**src/design/spq_pkg.sv**
```systemverilog
// spq_pkg: shared sizes, codes and types of the sorted priority queue
// used by spq_cell, sorted_priority_queue and spq_checker; depends on nothing
package spq_pkg;

	localparam int DEPTH       = 16;
	localparam int PRIO_W      = 16;
	localparam int VALUE_W     = 32;
	localparam int PORT_PRIO_W = 16;
	localparam int CNT_W       = $clog2(DEPTH + 1);

	typedef enum logic [1:0] {
		CMD_INSERT  = 2'd0,
		CMD_EXTRACT = 2'd1,
		CMD_PEEK    = 2'd2,
		CMD_MODIFY  = 2'd3
	} cmd_t;

	typedef enum logic [1:0] {
		STAT_OK    = 2'd0,
		STAT_EMPTY = 2'd1,
		STAT_FULL  = 2'd2,
		STAT_MISS  = 2'd3
	} status_t;

	typedef enum logic [2:0] {
		OP_HOLD,
		OP_INSERT,
		OP_MATCH,
		OP_REMOVE,
		OP_POP
	} cell_op_t;

	typedef enum logic [1:0] {
		S_IDLE,
		S_EXEC,
		S_REMOVE,
		S_REINSERT
	} fsm_t;

	typedef struct packed {
		logic [VALUE_W-1:0] value;
		logic [PRIO_W-1:0]  prio;
	} entry_t;

	// broadcast to every cell of the row
	typedef struct packed {
		cell_op_t op;
		entry_t   item;
	} cell_ctrl_t;

endpackage

```
**src/design/spq_cell.sv**
```systemverilog
// spq_cell: one slot of the sorted register row, holds one entry
// and trades it with its neighbours; depends on spq_pkg
module spq_cell (
	input  logic               clk,
	input  logic               arst_n,
	input  spq_pkg::cell_ctrl_t ctrl,
	input  logic               occupied,
	input  spq_pkg::entry_t    left_entry,
	input  logic               left_kept,
	input  spq_pkg::entry_t    right_entry,
	input  logic               after_in,
	output spq_pkg::entry_t    entry,
	output logic               kept,
	output logic               after_out,
	output logic               match,
	output logic               same
);
	import spq_pkg::*;

	entry_t entry_q;
	entry_t entry_d;
	logic   match_q;

	// entries of equal or higher priority stay ahead of a new one
	assign kept      = occupied && (entry_q.prio >= ctrl.item.prio);
	assign after_out = after_in | match_q;
	assign match     = match_q;
	// first match only, and its priority already equals the requested one
	assign same      = match_q && !after_in && (entry_q.prio == ctrl.item.prio);
	assign entry     = entry_q;

	always_comb begin
		entry_d = entry_q;
		case (ctrl.op)
			OP_INSERT: begin
				if (!kept) begin
					entry_d = left_kept ? ctrl.item : left_entry;
				end
			end
			OP_REMOVE: begin
				if (after_out) begin
					entry_d = right_entry;
				end
			end
			OP_POP: begin
				entry_d = right_entry;
			end
			default: begin
				entry_d = entry_q;
			end
		endcase
	end

	always_ff @(posedge clk) begin
		entry_q <= entry_d;
	end

	always_ff @(posedge clk or negedge arst_n) begin
		if (!arst_n) begin
			match_q <= 1'b0;
		end else if (ctrl.op == OP_MATCH) begin
			match_q <= occupied && (entry_q.value == ctrl.item.value);
		end
	end

endmodule

```
**src/design/sorted_priority_queue.sv**
```systemverilog
// sorted_priority_queue: top level, sequencer and row of spq_cell slots
// depends on spq_pkg and spq_cell
//
// Usage: one command item enters on the in channel (command, item_value,
// item_priority) and exactly one result item leaves on the out channel
// (out_value, out_priority, status, occupancy). Both channels move an item
// at a clock edge where valid is high and stall is low.
// The entries sit in a row of DEPTH cells sorted by descending priority,
// the front entry in cell 0. Every cell compares itself with the broadcast
// item in parallel and shifts towards its neighbour.
// Sequence: insert, extract and peek are carried out in the execute state
// and their result is registered in the output register. Modify matches,
// then checks, when the value is missing or its priority is unchanged, and
// otherwise matches, takes out and puts back in sorted place.
// The sequencer handles one item at a time; the next item is taken once
// the sequencer is idle and the output register is empty or being read.
// A stalled result stays in the output register unchanged.
// Reset empties the queue (count zero); no clearing pass is needed.
module sorted_priority_queue (
	input  logic                             clk,
	input  logic                             arst_n,
	input  logic                             in_valid,
	output logic                             in_stall,
	input  logic [1:0]                       command,
	input  logic signed [spq_pkg::VALUE_W-1:0] item_value,
	input  logic [15:0]                      item_priority,
	output logic                             out_valid,
	input  logic                             out_stall,
	output logic signed [spq_pkg::VALUE_W-1:0] out_value,
	output logic [spq_pkg::PORT_PRIO_W-1:0]  out_priority,
	output logic [1:0]                       status,
	output logic [spq_pkg::CNT_W-1:0]        occupancy
);
	import spq_pkg::*;

	fsm_t            state_q;
	fsm_t            state_d;
	cmd_t            cmd_q;
	entry_t          item_q;
	logic [CNT_W-1:0] count_q;
	logic [CNT_W-1:0] count_d;

	logic               out_valid_q;
	logic [VALUE_W-1:0] out_value_q;
	logic [PRIO_W-1:0]  out_prio_q;
	status_t            status_q;
	logic [CNT_W-1:0]   occ_q;

	logic               load_out;
	logic [VALUE_W-1:0] res_value;
	logic [PRIO_W-1:0]  res_prio;
	status_t            res_status;
	cell_ctrl_t         ctrl;
	cell_op_t           op;

	entry_t           cell_entry [DEPTH];
	logic [DEPTH-1:0] kept_v;
	logic [DEPTH-1:0] after_v;
	logic [DEPTH-1:0] match_v;
	logic [DEPTH-1:0] same_v;
	logic [DEPTH-1:0] occ_v;

	logic accept;
	logic full;
	logic empty;
	logic found;
	logic same_hit;

	assign in_stall = (state_q != S_IDLE) || (out_valid_q && out_stall);
	assign accept   = in_valid && !in_stall;
	assign full     = (count_q == CNT_W'(DEPTH));
	assign empty    = (count_q == '0);
	assign found    = |match_v;
	assign same_hit = |same_v;

	assign ctrl.op   = op;
	assign ctrl.item = item_q;

	// row of cells
	for (genvar i = 0; i < DEPTH; i++) begin : g_cell
		entry_t left_e;
		entry_t right_e;
		logic   left_k;
		logic   aft_in;

		assign occ_v[i] = (CNT_W'(i) < count_q);

		if (i == 0) begin : g_first
			assign left_e = item_q;
			assign left_k = 1'b1;
			assign aft_in = 1'b0;
		end else begin : g_mid
			assign left_e = cell_entry[i-1];
			assign left_k = kept_v[i-1];
			assign aft_in = after_v[i-1];
		end

		if (i == DEPTH - 1) begin : g_last
			assign right_e = cell_entry[i];
		end else begin : g_inner
			assign right_e = cell_entry[i+1];
		end

		spq_cell u_cell (
			.clk         (clk),
			.arst_n      (arst_n),
			.ctrl        (ctrl),
			.occupied    (occ_v[i]),
			.left_entry  (left_e),
			.left_kept   (left_k),
			.right_entry (right_e),
			.after_in    (aft_in),
			.entry       (cell_entry[i]),
			.kept        (kept_v[i]),
			.after_out   (after_v[i]),
			.match       (match_v[i]),
			.same        (same_v[i])
		);
	end

	// next state
	always_comb begin
		state_d = state_q;
		case (state_q)
			S_IDLE: begin
				if (accept) begin
					state_d = S_EXEC;
				end
			end
			S_EXEC: begin
				state_d = (cmd_q == CMD_MODIFY) ? S_REMOVE : S_IDLE;
			end
			S_REMOVE: begin
				state_d = (found && !same_hit) ? S_REINSERT : S_IDLE;
			end
			S_REINSERT: begin
				state_d = S_IDLE;
			end
			default: begin
				state_d = S_IDLE;
			end
		endcase
	end

	// cell commands, count update and result
	always_comb begin
		op         = OP_HOLD;
		count_d    = count_q;
		load_out   = 1'b0;
		res_value  = '0;
		res_prio   = '0;
		res_status = STAT_OK;
		case (state_q)
			S_EXEC: begin
				case (cmd_q)
					CMD_INSERT: begin
						load_out = 1'b1;
						if (full) begin
							res_status = STAT_FULL;
						end else begin
							op      = OP_INSERT;
							count_d = count_q + 1'b1;
						end
					end
					CMD_EXTRACT, CMD_PEEK: begin
						load_out = 1'b1;
						if (empty) begin
							res_status = STAT_EMPTY;
						end else begin
							res_value = cell_entry[0].value;
							res_prio  = cell_entry[0].prio;
							if (cmd_q == CMD_EXTRACT) begin
								op      = OP_POP;
								count_d = count_q - 1'b1;
							end
						end
					end
					CMD_MODIFY: begin
						op = OP_MATCH;
					end
					default: begin
						op = OP_HOLD;
					end
				endcase
			end
			S_REMOVE: begin
				if (!found || same_hit) begin
					load_out   = 1'b1;
					res_status = STAT_MISS;
				end else begin
					op      = OP_REMOVE;
					count_d = count_q - 1'b1;
				end
			end
			S_REINSERT: begin
				op       = OP_INSERT;
				count_d  = count_q + 1'b1;
				load_out = 1'b1;
			end
			default: begin
				op = OP_HOLD;
			end
		endcase
	end

	always_ff @(posedge clk or negedge arst_n) begin
		if (!arst_n) begin
			state_q     <= S_IDLE;
			count_q     <= '0;
			out_valid_q <= 1'b0;
		end else begin
			state_q <= state_d;
			count_q <= count_d;
			if (load_out) begin
				out_valid_q <= 1'b1;
			end else if (out_valid_q && !out_stall) begin
				out_valid_q <= 1'b0;
			end
		end
	end

	always_ff @(posedge clk) begin
		if (accept) begin
			cmd_q       <= cmd_t'(command);
			item_q.value <= item_value;
			item_q.prio  <= PRIO_W'(item_priority);
		end
		if (load_out) begin
			out_value_q <= res_value;
			out_prio_q  <= res_prio;
			status_q    <= res_status;
			occ_q       <= count_d;
		end
	end

	assign out_valid    = out_valid_q;
	assign out_value    = out_value_q;
	assign out_priority = PORT_PRIO_W'(out_prio_q);
	assign status       = status_q;
	assign occupancy    = occ_q;

endmodule

```
**config.mk**
```make
export PLATFORM = sky130hd
export DESIGN_NAME = sorted_priority_queue
export DESIGN_NICKNAME = d
export VERILOG_FILES = /design/src/design/spq_pkg.sv /design/src/design/spq_cell.sv /design/src/design/sorted_priority_queue.sv
export SDC_FILE = /design/constraint.sdc
export NUM_CORES = 2
export LEC_CHECK = 0
export BUFFER_PORTS_ARGS = -buffer_cell sky130_fd_sc_hd__clkbuf_2
export CELL_PAD_IN_SITES_DETAIL_PLACEMENT = 0
export CELL_PAD_IN_SITES_GLOBAL_PLACEMENT = 1
export CORE_UTILIZATION = 35
export DETAILED_ROUTE_END_ITERATION = 16
export HOLD_SLACK_MARGIN = 0.05
export PLACE_DENSITY_LB_ADDON = 0.1
export SKIP_LAST_GASP = 1
export SLEW_MARGIN = 10
export SYNTH_ARGS = -nofsm -noshare
export SYNTH_HDL_FRONTEND = slang
export SYNTH_SLANG_ARGS = --single-unit
```
**constraint.sdc**
```tcl
create_clock -name clk -period 26.3 [get_ports clk]
set_input_delay 3.945 -clock clk [delete_from_list [all_inputs] [get_ports clk]]
set_output_delay 3.945 -clock clk [all_outputs]
set_load 0.01 [all_outputs]
```
==> reports/metrics.cfg <==
[outcome]
status=complete, no violations

[setup_path]
crit_buf_inv=2
cp-start-kind=primary input
cp-end-kind=primary output
max_stage_delay_ps=120
reg2reg_slack_ps=18610
required_ps=22350
cpLargestDelayFamily=buffers and inverters
cp_slowest_cell=clkbuf_2
crit_fanout=3
crit_chain=clkbuf_2 > nand2_1 > nand2_1 > clkbuf_2
critPathArrivalTime_ps=4320
crit_type=primary input to primary output

[cts]
clkSinkCount=897
postCtsHoldBufs=0
cts-root-buf=clkbuf_16
htreeDepth=3
clock_path_buffers=3
tritoncts=done
clkSlewWorstSetupHoldPaths_ps=60
worstSkewPairLatency_ps=760
post_cts_resized=0
post_cts_buffers=0
cts_buffers=116

[detailed_routing]
via_per_inst=5.60
drc=0
wl_per_cell_um=26.8
firstDrtPassIters=5
drtIter0Drc=3208
dr_total_vias=40800
drtAntennaViolNets=0
finalWirelength_um=195000

[flow_run]
cap_violations=0

[floorplanning]
die_area_um2=167000
core_area_um2=163000
io_pins=111
die_h_um=408
die_w_um=408
num_rows=148
start_util_pct=35.4

[synth]
ys.flop_type=edfxtp_1
ys_types=69
synthArstFlopShare_pct=2.68
synth_nets=5462
synth.ff_latch_count=897
synth-edff-count=873
mappedNetlistArea_um2=57800
synth_area_per_cell_um2=11.2
netlist_instances=5139
yosys_warnings=0
yosysSeqAreaShare_pct=46.4

[cells_and_area]
layout_commonest_cell=edfxtp_1
final_cell_mix=edfxtp_1, nor2_1, mux2i_1
drive_gt1_share_pct=12.9
antenna_cells=0
seqCellArea_um2=26800
n_fill_cell=16000
finalNonFillerCells=7292
syn_to_final_growth_pct=11.1
num-nets-final=5338
multi_input_area_um2=29100

[sta]
hold_viol_final=0
setup_viol=0
timing.final.crit_share_pct=31.4
maxSlewViolCount=0
slew_headroom_pct=18.3
fin_crit_ps=8260
setup_tns_ps=0
rsz0062_at_grt=no
max_freq_mhz=121
fin_skew_ps=43.1
worst_slew_pin_slew_ps=1220

[placement]
gp_congestion=0.829
dpl.hpwl_um=137000
placedCellCount=7072
io_buffers=110

[global_route]
grt-ovfl-total=0
grt.total_usage_pct=22.8
grt_pass1_vias=40800
grt_max_degree=205
grt_pass1_wl_um=289000
grt_antenna_before_repair=1

[power]
p_switching_mw=3.16
power.density_nw_per_um2=119
switching_share_pct=41.4
power_frac_comb_pct=42.6
seqPwrFrac_pct=36.4
clkPwrFrac_pct=21.0
ir_drop_mv=0.0986
power.internal_mw=4.47
p_leak_nw=23.8

[hold_path]
worstHoldPathType=flip-flop to flip-flop

[kinds of logic after synthesis]
logic type      count (synthesis)  synth area share, %
xor+xnor                      513                 7.78
compound gates                949                 12.6
mux                           809                 14.3
fa+ha+maj                     269                 5.83
buf+inv                       534                 3.88
simple gates                 1168                 9.24
flops                         897                 46.4
[worst min-delay path, stage by stage (launching register included)]
cell      delay (ps)
dfrtp_1          340
nand2_1           80
nand2b_1          70
[synthesized netlist by cell type, types with 51 or more instances]
cell	count	area [µm²]
edfxtp_1	873	26200
a22oi_2	100	1250
clkbuf_1	350	1310
nor4_1	113	707
ha_1	269	3370
xor2_1	366	3210
a21oi_1	99	495
a22oi_1	562	4220
xnor2_1	147	1290
nand2_1	60	225
mux2i_1	691	6920
buf_2	69	345
nor2_1	715	2680
nand4_1	109	682
mux2_2	110	1240
and2_1	53	332
inv_1	51	191
[routing by layer]
metal | up-vias | global-route usage [%] | share of wire (%)
met5 | - | 0 | 0
met4 | 0 | 6.47 | 2.8
met3 | 229 | 2.22 | 3.4
met2 | 983 | 35.6 | 45
met1 | 20500 | 33.4 | 49
li1 | 19100 | - | -
[sequential cells by signal (all words and copies together), names as in the netlist]
signal	cells
count_q	5
cmd_q	2
out_value	32
status	2
ctrl	48
state_q	2
out_valid	1
occupancy	5
out_priority	16
g_cell.u_cell.match	16
g_cell.u_cell.entry	768
[worst paths after layout]
check | from | endpoint | depth (start not counted)
min in group asynchronous | arst_n | out_valid | 1
hold / removal | out_valid | out_valid | 2
setup / recovery | out_stall | in_stall | 4
hold reg to reg | out_valid | out_valid | 2
setup reg to reg | ctrl[11] | g_cell[11].u_cell.entry[19] | 13
max in group asynchronous | arst_n | g_cell[14].u_cell.match | 1
[area by class of cell]
cell class | instances | share of cell area [%]
Multi-Input combinational cell | 3708 | 45.4
Timing Repair Buffer | 240 | 2.47
Clock inverter | 59 | 0.850
Inverter | 52 | 0.304
Clock buffer | 161 | 4.97
Tap cell | 2175 | 4.24
Sequential cell | 897 | 41.8
[power by group through the flow]
stage / clock (mW) / combinational, mW / sequential (mW)
detailed placement: 0 / 3.27 / 2.79
global route: 1.69 / 3.56 / 2.83
CTS: 1.65 / 3.27 / 2.77
floorplan: 0 / 2.29 / 2.67
global placement: 0 / 3.23 / 2.80
finish: 1.60 / 3.25 / 2.78
[per-stage QoR]
step | hold WS, ps | worst slack (ps) | total power, mW | area (µm²) | utilization [%]
after global placement | 518 | 18020 | 6.03 | 60500 | 37.0
final | 528 | 18040 | 7.63 | 64200 | 39.3
after floorplan | 493 | 15440 | 4.96 | 57800 | -
after detailed placement | 524 | 18030 | 6.07 | 60500 | 37.0
after CTS | 536 | 18030 | 7.69 | 64200 | 39.3
after global routing | 582 | 18000 | 8.08 | 64200 | 39.3
Power figures use the tool's default switching activity.
